<file path="config.mk">
export PLATFORM = sky130hd
export DESIGN_NAME = mapt_ctrl
export DESIGN_NICKNAME = d
export VERILOG_FILES = /design/src/rtl/mapt_pkg.sv /design/src/rtl/mapt_ctrl.sv
export SDC_FILE = /design/constraint.sdc
export NUM_CORES = 1
export LEC_CHECK = 0
export BUFFER_PORTS_ARGS = -buffer_cell sky130_fd_sc_hd__buf_2
export CORE_AREA = 2 2 39 41
export CTS_BUF_LIST = sky130_fd_sc_hd__clkbuf_16
export CTS_CLUSTER_SIZE = 40
export DETAILED_ROUTE_END_ITERATION = 7
export DIE_AREA = 0 0 41 43
export SYNTH_ARGS = -nofsm -noshare
export SYNTH_HDL_FRONTEND = slang
export SYNTH_SLANG_ARGS = --single-unit
</file>
<file path="constraint.sdc">
create_clock -name i_clk -period 1.3 [get_ports i_clk]
set_clock_uncertainty 0.2 [all_clocks]
set_input_delay 0.13 -clock i_clk [delete_from_list [all_inputs] [get_ports i_clk]]
set_output_delay 0.13 -clock i_clk [all_outputs]
set_load 0.03 [all_outputs]
</file>
<file path="src/rtl/mapt_pkg.sv">
// Package for the memory access profiler table: field widths, item kinds,
// defaults and the command/status structs between controller and datapath.
// No dependencies.
package mapt_pkg;

    localparam int DEF_REGION_ADDR_BITS = 12;
    localparam int DEF_COUNT_BITS       = 32;
    localparam int DEF_STAMP_BITS       = 48;

    localparam int KIND_W      = 3;
    localparam int REGION_W    = 3;
    localparam int ADDR_W      = 12;
    localparam int CYCLE_W     = 48;
    localparam int OUT_COUNT_W = 32;
    localparam int OUT_STAMP_W = 48;
    localparam int MASK_W      = 8;
    localparam int APB_ADDR_W  = 3;
    localparam int APB_DATA_W  = 32;

    localparam int IN_TDATA_W  = 64;
    localparam int OUT_TDATA_W = 248;

    localparam logic [KIND_W-1:0] KIND_READ  = 3'd0;
    localparam logic [KIND_W-1:0] KIND_WRITE = 3'd1;
    localparam logic [KIND_W-1:0] KIND_EXEC  = 3'd2;
    localparam logic [KIND_W-1:0] KIND_QUERY = 3'd3;
    localparam logic [KIND_W-1:0] KIND_CLEAR = 3'd4;

    localparam logic [REGION_W-1:0] FIRST_VIDEO_REGION = 3'd4;

    localparam logic [MASK_W-1:0] MASK_RESET = 8'd5;
    localparam logic REG_UNINIT_MASK = 1'b0;

    typedef struct packed {
        logic                   uninit_marked;
        logic [OUT_STAMP_W-1:0] exec_stamp;
        logic [OUT_STAMP_W-1:0] write_stamp;
        logic [OUT_STAMP_W-1:0] read_stamp;
        logic [OUT_COUNT_W-1:0] exec_count;
        logic [OUT_COUNT_W-1:0] write_count;
        logic [OUT_COUNT_W-1:0] read_count;
        logic                   never_written;
        logic                   uninit_read_hit;
    } t_result;

    typedef struct packed {
        logic capture;
        logic rd_en;
        logic commit;
        logic clr_wr;
    } t_cmd;

    typedef struct packed {
        logic clr_last;
        logic out_free;
    } t_status;

endpackage

</file>
<file path="src/rtl/mapt_ctrl.sv">
// Controller state machine of the profiler table: sequences the clearing
// pass, the read of one entry and its update. Depends on mapt_pkg.
module mapt_ctrl
    import mapt_pkg::*;
(
    input  logic    i_clk,
    input  logic    i_rst_n,
    input  logic    i_in_valid,
    input  logic    i_in_is_clear,
    input  t_status i_status,
    output logic    o_in_ready,
    output t_cmd    o_cmd
);

    typedef enum logic [4:0] {
        S_INIT  = 5'b00001,
        S_IDLE  = 5'b00010,
        S_READ  = 5'b00100,
        S_UPD   = 5'b01000,
        S_CLEAR = 5'b10000
    } t_state;

    t_state r_state, n_state;

    always_ff @(posedge i_clk) begin
        if (!i_rst_n) begin
            r_state <= S_INIT;
        end else begin
            r_state <= n_state;
        end
    end

    always_comb begin
        n_state    = r_state;
        o_in_ready = 1'b0;
        o_cmd      = '0;
        unique case (r_state)
            S_INIT: begin
                o_cmd.clr_wr = 1'b1;
                if (i_status.clr_last) begin
                    n_state = S_IDLE;
                end
            end
            S_IDLE: begin
                o_in_ready = 1'b1;
                if (i_in_valid) begin
                    o_cmd.capture = 1'b1;
                    n_state = i_in_is_clear ? S_CLEAR : S_READ;
                end
            end
            S_READ: begin
                o_cmd.rd_en = 1'b1;
                n_state = S_UPD;
            end
            S_UPD: begin
                if (i_status.out_free) begin
                    o_cmd.commit = 1'b1;
                    n_state = S_IDLE;
                end
            end
            S_CLEAR: begin
                o_cmd.clr_wr = 1'b1;
                if (i_status.clr_last) begin
                    n_state = S_UPD;
                end
            end
            default: begin
                n_state = S_INIT;
            end
        endcase
    end

endmodule

</file>
==> results of run 1 <==
per-stage QoR:
| step | instances | hold slack (ps) | power, mW | worst slack, ps | cell area [um^2] |
|---|---|---|---|---|---|
| floorplan | 44 | 1.083 | 0.2552 | -109.6 | 470.5 |
| global placement | 77 | 159.3 | 0.2946 | -194.2 | 580.6 |
| detailed placement | 77 | 159.2 | 0.2961 | -186.6 | 580.6 |
| CTS | 89 | 62.26 | 0.8484 | -277.6 | 830.8 |
| global route | 92 | 97.09 | 0.8963 | -324.2 | 903.4 |
| finish | 92 | 67.72 | 0.8624 | -282.9 | 903.4 |
critical path, cell delays in order, from the launching register on:
cell and delay [ps]:
sky130_fd_sc_hd__dfxtp_4 350, sky130_fd_sc_hd__nor4_4 310, sky130_fd_sc_hd__and3_4 240, sky130_fd_sc_hd__buf_6 120
final cells by class:
| cell class | instances | area share [%] |
|---|---|---|
| well taps | 16 | 2.216 |
| clock inverters | 1 | 0.4155 |
| repair buffers | 33 | 31.02 |
| clock buffers | 3 | 8.310 |
| multi-input cells | 34 | 44.88 |
| flip-flops and latches | 5 | 13.16 |
layer usage:
layer	GRT usage, %	routed length [um]	vias up
li1	-	-	230
met1	23.08	526	220
met2	30.94	758	7
met3	4.712	28	5
met4	16.00	49	0
met5	0	0	-
power breakdown:
| group | internal, mW | switching (mW) |
|---|---|---|
| sequential | 0.154 | 0.00991 |
| combinational | 0.114 | 0.0816 |
| clock | 0.399 | 0.104 |
| total | 0.666 | 0.196 |
what timing repair did:
| item | in CTS | in global routing |
|---|---|---|
| hold endpoints to repair | 5 | 0 |
| resized for setup | 30 | 11 |
| setup buffers | 5 | 3 |
| setup endpoints to repair | 10 | 10 |
| hold buffers | 3 | 0 |
| pin swaps | 10 | 6 |
cells in the final DEF (no fill, tap or decap), drive strengths merged:
| master | netlist | final |
|---|---|---|
| nand4b | 1 | 1 |
| nand2b | 1 | 1 |
| nand2 | 1 | 1 |
| and3 | 2 | 2 |
| dlygate4sd3 | 0 | 3 |
| nand3b | 3 | 3 |
| xnor2 | 1 | 1 |
| nor2 | 5 | 5 |
| or3 | 1 | 1 |
| nand4 | 1 | 1 |
| nor3 | 1 | 1 |
| and4b | 1 | 1 |
| dfxtp | 5 | 5 |
| nor4b | 2 | 2 |
| o21a | 3 | 3 |
| a21boi | 1 | 1 |
| nor4 | 2 | 2 |
| inv | 0 | 1 |
| o31ai | 1 | 1 |
| and4 | 1 | 1 |
| a2111oi | 2 | 2 |
| buf | 5 | 30 |
| clkbuf | 0 | 3 |
| and2 | 2 | 2 |
| and3b | 2 | 2 |
path summary, 6_finish.rpt:
kind	start	endpoint	cells past startpoint
max	r_state[3]	o_cmd[3]	3
min	i_status[1]	r_state[4]	3
max reg2reg	r_state[3]	r_state[0]	4
min reg2reg	r_state[4]	r_state[4]	2
cell families after synthesis:
family	Yosys count
AO/OA/AOI/OAI	7
XOR/XNOR	1
buffers and inverters	5
flip-flops	5
AND/OR/NAND/NOR	26
==> flow_summary.rst, run 1 <==
.. list-table::
   :header-rows: 1

   * - Metric
     - Value
   * - Setup repair after global routing missed its margin
     - true
   * - Run status
     - complete, but fails checks
   * - Post-synthesis mux area share
     - 0%
   * - Max-cap viol count
     - 0
   * - Global-route usage over all layers
     - 20.46%
   * - Residual DRC count
     - 0
   * - DIE AREA
     - around 0.0018 mm^2
   * - DRT antenna net count
     - 0
   * - Maximum number of pins on one net before global-route repair
     - 10
   * - Buffers from clock root to sink, at most
     - 2
   * - Number of flops mapped to enable cells by yosys
     - 0
   * - Post-synthesis share of cell area spent on full adders, half adders and majority gates
     - 0%
   * - Overflow after GRT
     - 0
   * - Share of the clock period used by the worst path
     - 121.8%
   * - Post-layout worst setup margin
     - -282.9 ps
   * - Registers with the highest flip-flop counts
     - r_state (5)
   * - Minimum clock period
     - 1583 ps
   * - Worst-margin pin slew
     - 303.9 ps
   * - Fraction of layout cells with a size suffix above 1
     - 78.95%
   * - Total number of vias
     - 462
   * - Net count, final
     - 83
   * - DRT Wirelength
     - 1363 um
   * - Synthesized netlist net count
     - 50
   * - Number of flip-flops in the largest register
     - 5
   * - Number of cells produced by synthesis
     - 44
   * - Overall die width
     - around 40 um
   * - Timing-limited maximum frequency
     - 0.6317 GHz
   * - Number of synthesized register bits
     - 5
   * - Final estimated routing congestion in global placement
     - between 0.7 and 0.8
   * - Leading cell types by total area after synthesis
     - sky130_fd_sc_hd__dfxtp_1, sky130_fd_sc_hd__a2111oi_2, sky130_fd_sc_hd__buf_6
   * - Capturing element type of the critical path
     - output pin
   * - Clock root buffer
     - sky130_fd_sc_hd__clkbuf_16
   * - Sequential-to-total area share from yosys stat
     - 23.53%
   * - Area share of xor/xnor cells in the synthesized design
     - 2.059%
   * - Post-CTS clock slew at the launch and capture registers of the worst setup and hold paths
     - 30 ps
   * - Skew-Pair Late Insertion Delay
     - 230 ps
   * - Vertical die dimension
     - 43 um
   * - Sequential cell area in the final layout
     - between 100 and 150 um^2
   * - Area fraction of the dominant cell type after synthesis
     - a little under a quarter
   * - Floorplan row count
     - 14
   * - Compound-cell area share of the yosys netlist
     - between 10% and 20%
   * - Combinational family with the most area after synthesis
     - simple AND/OR/NAND/NOR gates
   * - Critical path startpoint category
     - flip-flop
   * - Count of endpoints failing setup in the final report
     - 9
   * - Number of antenna violations at the first check in global routing
     - 0
   * - Fin. max-slew vios
     - 0
   * - Leading register cell type out of synthesis
     - sky130_fd_sc_hd__dfxtp_1
   * - Core Footprint
     - roughly 0.0014 mm^2
   * - Utilization of the core after routing
     - 65.28%
   * - Detail Placement HPWL
     - 724.1 um
   * - Highest net fanout along the worst path
     - 3
   * - Mean number of vias per cell
     - 5.022
   * - Total clock buffers created by CTS
     - 3
   * - CTS tree
     - yes
   * - Routed wirelength normalized by instance count
     - 14.82 um
   * - Signal arrival time at the worst endpoint
     - 1250 ps
   * - Mean instance size in the synthesized netlist
     - 9.668 um^2
   * - Worst setup slack for register-to-register paths
     - -160 ps
   * - Violated checks
     - setup timing
   * - Initial drt markers
     - 0
   * - Rel. slew slack
     - just under 80%
   * - Global-route wire length before repair
     - 2235 um
   * - Cell accounting for the most synthesized area
     - sky130_fd_sc_hd__dfxtp_1
   * - Syn. warnings
     - 0
   * - Crit Path Category
     - reg2out
   * - Worst-case vdd ir drop
     - roughly 0.87 mV
   * - Largest reg by FF count
     - r_state
   * - Leak
     - between 0.3 and 0.4 nW
   * - Synth-to-layout area growth
     - 112.4%
   * - Number of inserted filler cells in the final layout
     - 107
   * - Initial core utilization
     - 30.74%
   * - Count of antenna diodes in the layout
     - 0
   * - # clock sinks
     - 5
   * - Setup Total Neg Slack
     - -1465 ps
   * - CTS H-tree lvls
     - 1
   * - Basic-gate share of the synthesized area counting and, or, nand and nor cells
     - 48.53%
   * - Data required, critical path
     - 970 ps
   * - Final hold violations
     - 0
   * - Cell types with the highest counts after synthesis
     - sky130_fd_sc_hd__dfxtp_1, sky130_fd_sc_hd__nor2_1, sky130_fd_sc_hd__o21a_1
   * - HP Class
     - in2reg
   * - Asr flop ratio synth
     - 0%
   * - Vias in the first global route
     - 469
   * - Synth Cell Area
     - 425.4 um^2
   * - Number of primary I/O pins
     - 11
   * - Total power divided by cell area
     - approximately 950 mW/mm^2
   * - Area occupied by multi-input gates
     - 405.4 um^2
   * - Detailed-router iteration count before antenna repair
     - 1
   * - Post-synth cell types
     - 27
   * - Count of buffers inserted at the top-level ports
     - 10
(Power assumes the default switching activity.)
==> run 2, diff against run 1 <==
--- a/config.mk
+++ b/config.mk
@@ -11,6 +11,7 @@
 export CTS_CLUSTER_SIZE = 40
 export DETAILED_ROUTE_END_ITERATION = 7
 export DIE_AREA = 0 0 41 43
+export MAX_ROUTING_LAYER = met4
 export SYNTH_ARGS = -nofsm -noshare
 export SYNTH_HDL_FRONTEND = slang
 export SYNTH_SLANG_ARGS = --single-unit
==> constraint.sdc (replaced) <==
create_clock -name i_clk -period 1.6 [get_ports i_clk]
set_clock_uncertainty 0.2 [all_clocks]
set_input_delay 0.16 -clock i_clk [delete_from_list [all_inputs] [get_ports i_clk]]
set_output_delay 0.16 -clock i_clk [all_outputs]
set_load 0.03 [all_outputs]
==> flow_summary.rst, run 2 (synthesized netlist as in run 1, its figures left out) <==
.. list-table::
   :header-rows: 1

   * - Metric
     - Value
   * - Detailed-router iteration count before antenna repair
     - 2 (was 1)
   * - Max-cap viol count
     - 0 (unchanged)
   * - Number of primary I/O pins
     - 11 (unchanged)
   * - Setup Total Neg Slack
     - -38.85 ps (was -1465 ps)
   * - Core Footprint
     - 0.001384 mm^2 (unchanged)
   * - Global-route wire length before repair
     - 1635 um (was 2235 um)
   * - Final estimated routing congestion in global placement
     - 0.7895 (was 0.7617)
   * - # clock sinks
     - 5 (unchanged)
   * - Overall die width
     - 41 um (unchanged)
   * - Leak
     - 0.2927 nW (was 0.3822 nW)
   * - Routed wirelength normalized by instance count
     - 13.25 um (was 14.82 um)
   * - Longest individual stage delay on the worst path
     - 360 ps (was 350 ps)
   * - DIE AREA
     - 0.001763 mm^2 (unchanged)
   * - Floorplan row count
     - 14 (unchanged)
   * - CTS tree
     - yes (unchanged)
   * - Total number of vias
     - 411 (was 462)
   * - Skew-Pair Late Insertion Delay
     - 230 ps (about the same)
   * - Data required, critical path
     - 1240 ps (was 970 ps)
   * - Mean number of vias per cell
     - 5.203 (was 5.022)
   * - Cell count of the worst hold path
     - 3 (unchanged)
   * - Reg2Reg Depth
     - 4 (unchanged)
   * - Initial core utilization
     - 30.74% (unchanged)
   * - Count of endpoints failing setup in the final report
     - 2 (was 9)
   * - Top library cells by usage in the layout, fill and taps aside
     - sky130_fd_sc_hd__buf_4, sky130_fd_sc_hd__buf_2, sky130_fd_sc_hd__nor2_1, sky130_fd_sc_hd__dfxtp_4 (was sky130_fd_sc_hd__buf_4, sky130_fd_sc_hd__buf_6, sky130_fd_sc_hd__buf_2, sky130_fd_sc_hd__dfxtp_4, sky130_fd_sc_hd__nor2_4)
   * - Buffers plus inverters on the worst setup path
     - 1 (unchanged)
   * - HP Class
     - in2reg (unchanged)
   * - Worst setup path start
     - r_state[0] (was r_state[3])
   * - Critical path startpoint category
     - flip-flop (unchanged)
   * - Timing-limited maximum frequency
     - ~0.6 GHz
   * - Number of gates on the worst path with buffers counted
     - 3 (unchanged)
   * - Final hold violations
     - 0 (unchanged)
   * - Worst-margin pin slew
     - 289.5 ps (was 303.9 ps)
   * - Buffers from clock root to sink, at most
     - 2 (unchanged)
   * - Placed cells
     - 67 (was 77)
   * - Total clock buffers created by CTS
     - 3 (unchanged)
   * - Number of inserted filler cells in the final layout
     - 136 (was 107)
   * - Net count, final
     - 70 (was 83)
   * - Cell Count, Final, Fillers Out
     - 79 (was 92)
   * - Post-CTS clock slew at the launch and capture registers of the worst setup and hold paths
     - 30 ps (about the same)
   * - Violated checks
     - setup timing (unchanged)
   * - Residual DRC count
     - 0 (unchanged)
   * - Count of buffers inserted at the top-level ports
     - 10 (unchanged)
   * - Capturing element of the worst setup path
     - o_cmd[3] (unchanged)
   * - Count of antenna diodes in the layout
     - 0 (unchanged)
   * - Minimum clock period
     - 1636 ps
   * - Fraction of layout cells with a size suffix above 1
     - 60.32% (was 78.95%)
   * - Initial drt markers
     - 4 (was 0)
   * - Highest net fanout along the worst path
     - 6 (was 3)
   * - Run status
     - complete, but fails checks (unchanged)
   * - Global-route usage over all layers
     - 15.12% (was 20.46%)
   * - Synth-to-layout area growth
     - 57.65% (was 112.4%)
   * - Crit Path Category
     - reg2out (unchanged)
   * - Number of flip-flops in the largest register
     - 5 (unchanged)
   * - Most common cell after layout, fill and taps aside
     - sky130_fd_sc_hd__buf_4 (unchanged)
   * - DRT antenna net count
     - 0 (unchanged)
   * - End of the worst register-to-register path
     - r_state[0] (unchanged)
   * - Family with the most delay on the worst path
     - simple AND/OR/NAND/NOR gates (unchanged)
   * - Fin. max-slew vios
     - 0 (unchanged)
   * - Total power divided by cell area
     - 954.5 mW/mm^2 (was 954.6 mW/mm^2)
   * - Worst-case vdd ir drop
     - 0.3144 mV (was 0.8675 mV)
   * - Clock root buffer
     - sky130_fd_sc_hd__clkbuf_16 (unchanged)
   * - Signal arrival time at the worst endpoint
     - 1280 ps (was 1250 ps)
   * - Registers with the highest flip-flop counts
     - r_state (5) (unchanged)
   * - Overflow after GRT
     - 0 (unchanged)
   * - Start of the worst register-to-register path
     - r_state[4] (was r_state[3])
   * - Number of antenna violations at the first check in global routing
     - 0 (unchanged)
   * - Utilization of the core after routing
     - 48.46% (was 65.28%)
   * - Detail Placement HPWL
     - 650.3 um (was 724.1 um)
   * - Post-layout worst setup margin
     - -35.67 ps (was -282.9 ps)
   * - Rel. slew slack
     - 80.43% (was 79.59%)
   * - Worst setup slack for register-to-register paths
     - 100 ps (was -160 ps)
   * - Largest reg by FF count
     - r_state (unchanged)
   * - Cell chain of the critical path
     - nor4_4 > and3_4 > buf_6 (unchanged)
   * - Setup repair after global routing missed its margin
     - true (unchanged)
   * - CTS H-tree lvls
     - 1 (unchanged)
   * - Maximum number of pins on one net before global-route repair
     - 12 (was 10)
   * - Share of the clock period used by the worst path
     - 102.2%
   * - DRT Wirelength
     - 1047 um (was 1363 um)
   * - Capturing element type of the critical path
     - output pin (unchanged)
   * - Final hold slack
     - 25.21 ps (was 67.72 ps)
   * - Vertical die dimension
     - 43 um (unchanged)
   * - Critical Path Slowest Stage Cell
     - sky130_fd_sc_hd__dfxtp_4 (unchanged)
   * - Vias in the first global route
     - 360 (was 469)
[run 2: cell types whose count changed in the layout (fill, tap and decap cells not counted), sizes merged]
cell,change
dlygate4sd3,-2
buf,-11
[run 2: final cells by class]
class	instances	area [um^2]	share of cell area [%]
Multi-Input combinational cell	34	309.0	46.08
Timing Repair Buffer	20	146.4	21.83
Sequential cell	5	116.4	17.35
Clock buffer	3	75.07	11.19
Tap cell	16	20.02	2.985
Clock inverter	1	3.754	0.5597
[run 2: worst min path at each step]
stage,from,end,slack (ps)
floorplan,i_rst_n,r_state[0],30
global placement,i_rst_n,r_state[0],200
detailed placement,i_rst_n,r_state[0],200
CTS,i_in_is_clear,r_state[2],30
global route,i_in_is_clear,r_state[2],30
finish,i_in_is_clear,r_state[4],30
[run 2: tightest hold or removal path, delay by kind of cell]
family	cells	cell delay, ps
AOI/OAI and AO/OA	1	70
buffers and inverters	1	100
and+or+nand+nor	1	80
[run 2: layer usage]
metal  vias to the layer above  wire length (um)  global-route usage (%)
li1                        203                 -                       -
met1                       192               489                   18.97
met2                         8               464                   17.81
met3                         8                45                   4.188
met4                         0                48                   15.33
met5                         -                 0                       -
[run 2: metrics by stage]
step / total power, mW / instance area, um^2 / setup slack [ps]
floorplan: 0.1940 / 427.9 / 63.62
global placement: 0.2138 / 470.5 / 47.54
detailed placement: 0.2136 / 470.5 / 73.52
CTS: 0.6314 / 616.8 / -32.34
global route: 0.6682 / 670.6 / -83.16
finish: 0.6401 / 670.6 / -35.67
[run 2: report_power, final]
part	leakage [nW]	switching, mW	internal (mW)
Clock	0.0423	0.0833	0.324
Combinational	0.207	0.0447	0.0522
Sequential	0.0436	0.00956	0.127
Total	0.293	0.138	0.503
[run 2: what timing repair did]
item                                    in CTS  in global routing
resized for setup                           12                  7
endpoints found under the setup margin       5                  5
hold buffers                                 1                  0
pin swaps                                    2                  5
buffers inserted                             4                  3
hold endpoints to repair                     2                  0
==> run 3, diff against run 2 <==
--- a/config.mk
+++ b/config.mk
@@ -5,6 +5,7 @@
 export SDC_FILE = /design/constraint.sdc
 export NUM_CORES = 1
 export LEC_CHECK = 0
+export ABC_AREA = 1
 export BUFFER_PORTS_ARGS = -buffer_cell sky130_fd_sc_hd__buf_2
 export CORE_AREA = 2 2 39 41
 export CTS_BUF_LIST = sky130_fd_sc_hd__clkbuf_16
==> flow_summary.rst, run 3 <==
.. list-table::
   :header-rows: 1

   * - Metric
     - Value
   * - Post-synth cell types
     - 13 (was 27)
   * - Total power divided by cell area
     - 1985 mW/mm^2 (was 954.5 mW/mm^2)
   * - Floorplan row count
     - 14 (unchanged)
   * - Global-route wire length before repair
     - 1276 um (was 1635 um)
   * - Placed cells
     - 84 (was 67)
   * - Signal arrival time at the worst endpoint
     - 1190 ps (was 1280 ps)
   * - Maximum number of pins on one net before global-route repair
     - 7 (was 12)
   * - Final estimated routing congestion in global placement
     - 0.7715 (was 0.7895)
   * - Final hold slack
     - 61.60 ps (was 25.21 ps)
   * - Crit Path Category
     - reg2out (unchanged)
   * - Initial drt markers
     - 2 (was 4)
   * - Vertical die dimension
     - 43 um (unchanged)
   * - Run status
     - finished, final reports clean (was complete, but fails checks)
   * - Initial core utilization
     - 25.50% (was 30.74%)
   * - Sequential-to-total area share from yosys stat
     - 28.37% (was 23.53%)
   * - Area fraction of the dominant cell type after synthesis
     - 28.37% (was 23.53%)
   * - Count of antenna diodes in the layout
     - 0 (unchanged)
   * - Final hold violations
     - 0 (unchanged)
   * - Global-route usage over all layers
     - 11.87% (was 15.12%)
   * - Net count, final
     - 82 (was 70)
   * - Fin. max-slew vios
     - 0 (unchanged)
   * - GR Layer Usage met2
     - 15.63% (was 17.81%)
   * - Minimum clock period
     - 1548 ps (was 1636 ps)
   * - # clock sinks
     - 5 (unchanged)
   * - Leading register cell type out of synthesis
     - sky130_fd_sc_hd__dfxtp_1 (unchanged)
   * - Vias in the first global route
     - 325 (was 360)
   * - Leak
     - 0.3106 nW (was 0.2927 nW)
   * - Mean number of vias per cell
     - 4.538 (was 5.203)
   * - Max-cap viol count
     - 0 (unchanged)
   * - Post-Place Setup Slack
     - 250.8 ps (was 73.52 ps)
   * - Post-layout worst setup margin
     - 52.26 ps (was -35.67 ps)
   * - Final design area excluding fillers
     - 550.5 um^2 (was 670.6 um^2)
   * - Count of buffers inserted at the top-level ports
     - 10 (unchanged)
   * - Synth Cell Area
     - 352.8 um^2 (was 425.4 um^2)
   * - Critical path startpoint category
     - flip-flop (unchanged)
   * - Setup Total Neg Slack
     - 0 ps (was -38.85 ps)
   * - Cell count of the worst hold path
     - 3 (unchanged)
   * - HP Class
     - in2reg (unchanged)
   * - CTS tree
     - yes (unchanged)
   * - Capturing element type of the critical path
     - output pin (unchanged)
   * - Share of the clock period used by the worst path
     - 96.73% (was 102.2%)
   * - Data required, critical path
     - 1240 ps (about the same)
   * - Cell with the most instances after synthesis
     - sky130_fd_sc_hd__nor2_1
   * - Number of flip-flops in the largest register
     - 5 (unchanged)
   * - Asr flop ratio synth
     - 0% (unchanged)
   * - Post-CTS clock slew at the launch and capture registers of the worst setup and hold paths
     - 30 ps (about the same)
   * - Core Footprint
     - 0.001384 mm^2 (unchanged)
   * - Area after DPL
     - 427.9 um^2 (was 470.5 um^2)
   * - Number of flops mapped to enable cells by yosys
     - 0 (unchanged)
   * - Synthesized netlist net count
     - 64 (was 50)
   * - Total clock buffers created by CTS
     - 3 (unchanged)
   * - Number of primary I/O pins
     - 11 (unchanged)
   * - Cell accounting for the most synthesized area
     - sky130_fd_sc_hd__dfxtp_1 (unchanged)
   * - Fraction of layout cells with a size suffix above 1
     - 41.33% (was 60.32%)
   * - Top library cells by usage in the layout, fill and taps aside
     - sky130_fd_sc_hd__inv_1, sky130_fd_sc_hd__nor2_1, sky130_fd_sc_hd__nand2_1, sky130_fd_sc_hd__nand3_1, sky130_fd_sc_hd__buf_2 (was sky130_fd_sc_hd__buf_4, sky130_fd_sc_hd__buf_2, sky130_fd_sc_hd__nor2_1, sky130_fd_sc_hd__dfxtp_4)
   * - Skew-Pair Late Insertion Delay
     - 230 ps (about the same)
   * - Worst-case vdd ir drop
     - 0.8236 mV (was 0.3144 mV)
   * - Total number of vias
     - 413 (was 411)
   * - Number of cells produced by synthesis
     - 58 (was 44)
   * - Number of synthesized register bits
     - 5 (unchanged)
   * - CTS H-tree lvls
     - 1 (unchanged)
   * - Cell types with the highest counts after synthesis
     - sky130_fd_sc_hd__nor2_1, sky130_fd_sc_hd__inv_1, sky130_fd_sc_hd__nand2_1 (was sky130_fd_sc_hd__dfxtp_1, sky130_fd_sc_hd__nor2_1, sky130_fd_sc_hd__o21a_1)
   * - Overall die width
     - 41 um (unchanged)
   * - Syn. warnings
     - 0 (unchanged)
   * - Count of endpoints failing setup in the final report
     - 0 (was 2)
   * - Mean instance size in the synthesized netlist
     - 6.083 um^2 (was 9.668 um^2)
   * - Cell Count, Final, Fillers Out
     - 91 (was 79)
   * - Number of antenna violations at the first check in global routing
     - 0 (unchanged)
   * - Detailed-router iteration count before antenna repair
     - 2 (unchanged)
   * - Utilization of the core after routing
     - 39.78% (was 48.46%)
   * - Synth-to-layout area growth
     - 56.03% (was 57.65%)
   * - Buffers from clock root to sink, at most
     - 2 (unchanged)
   * - Leading cell types by total area after synthesis
     - sky130_fd_sc_hd__dfxtp_1, sky130_fd_sc_hd__nor2_1, sky130_fd_sc_hd__nand3_1 (was sky130_fd_sc_hd__dfxtp_1, sky130_fd_sc_hd__a2111oi_2, sky130_fd_sc_hd__buf_6)
   * - Met3 routing resource usage after global routing
     - 3.141% (was 4.188%)
   * - DIE AREA
     - 0.001763 mm^2 (unchanged)
   * - Rel. slew slack
     - 84.53% (was 80.43%)
   * - Met1 track demand over resource in global routing
     - 13.31% (was 18.97%)
   * - Registers with the highest flip-flop counts
     - r_state (5) (unchanged)
   * - Overflow after GRT
     - 0 (unchanged)
   * - Overall power consumption
     - 1.093 mW (was 0.6401 mW)
   * - Residual DRC count
     - 0 (unchanged)
   * - Reg2Reg Depth
     - 7 (was 4)
   * - Highest net fanout along the worst path
     - 4 (was 6)
   * - Worst-margin pin slew
     - 231.8 ps (was 289.5 ps)
   * - Timing-limited maximum frequency
     - 0.6461 GHz (was 0.6114 GHz)
   * - Routed wirelength normalized by instance count
     - 9.560 um (was 13.25 um)
   * - Clock root buffer
     - sky130_fd_sc_hd__clkbuf_16 (unchanged)
   * - Largest reg by FF count
     - r_state (unchanged)
   * - DRT antenna net count
     - 0 (unchanged)
   * - Busiest layer in global routing
     - met2 (was met1)
   * - DRT Wirelength
     - 870 um (was 1047 um)
[run 3: path summary, 6_finish.rpt]
check | slack [ps] | startpoint | end
max reg2reg | 200 | r_state[4] | r_state[1]
max | 50 | r_state[1] | o_cmd[3]
min | 60 | i_in_is_clear | r_state[2]
min reg2reg | 310 | r_state[3] | r_state[3]
[run 3: repair_timing]
| action | in CTS | in global routing |
|---|---|---|
| endpoints found under the hold margin | 1 | 0 |
| setup buffers | 0 | 2 |
| hold buffers | 1 | 0 |
| setup endpoints to repair | 0 | 5 |
| resized for setup | 0 | 8 |
[run 3: area by class of cell]
| class | count | area, um^2 |
|---|---|---|
| Clock buffer | 3 | 75.07 |
| Clock inverter | 1 | 3.754 |
| Fill cell | 142 | 833.3 |
| Inverter | 12 | 45.04 |
| Multi-Input combinational cell | 41 | 220.2 |
| Sequential cell | 5 | 103.9 |
| Tap cell | 16 | 20.02 |
| Timing Repair Buffer | 13 | 82.58 |
[run 3: metal layers]
metal / wire length, um / part of all wire, %
met1: 373 / 43
met2: 416 / 48
met3: 46 / 5.3
met4: 34 / 3.9
met5: 0 / 0
[run 3: power breakdown]
group          internal [mW]  switching, mW
Sequential             0.171         0.0563
Combinational          0.166          0.295
Clock                  0.323         0.0811
[run 3: kinds of logic after synthesis]
logic type	Yosys count	share of synthesized area, %
and+or+nand+nor	41	58.86
buffers and inverters	12	12.77
DFF	5	28.37
[run 3: critical path: stages (launching register included)]
cell	delay, ps
sky130_fd_sc_hd__dfxtp_2	370
sky130_fd_sc_hd__inv_1	60
sky130_fd_sc_hd__nor2_2	120
sky130_fd_sc_hd__nand3_2	110
sky130_fd_sc_hd__nor2_1	100
sky130_fd_sc_hd__clkbuf_4	190
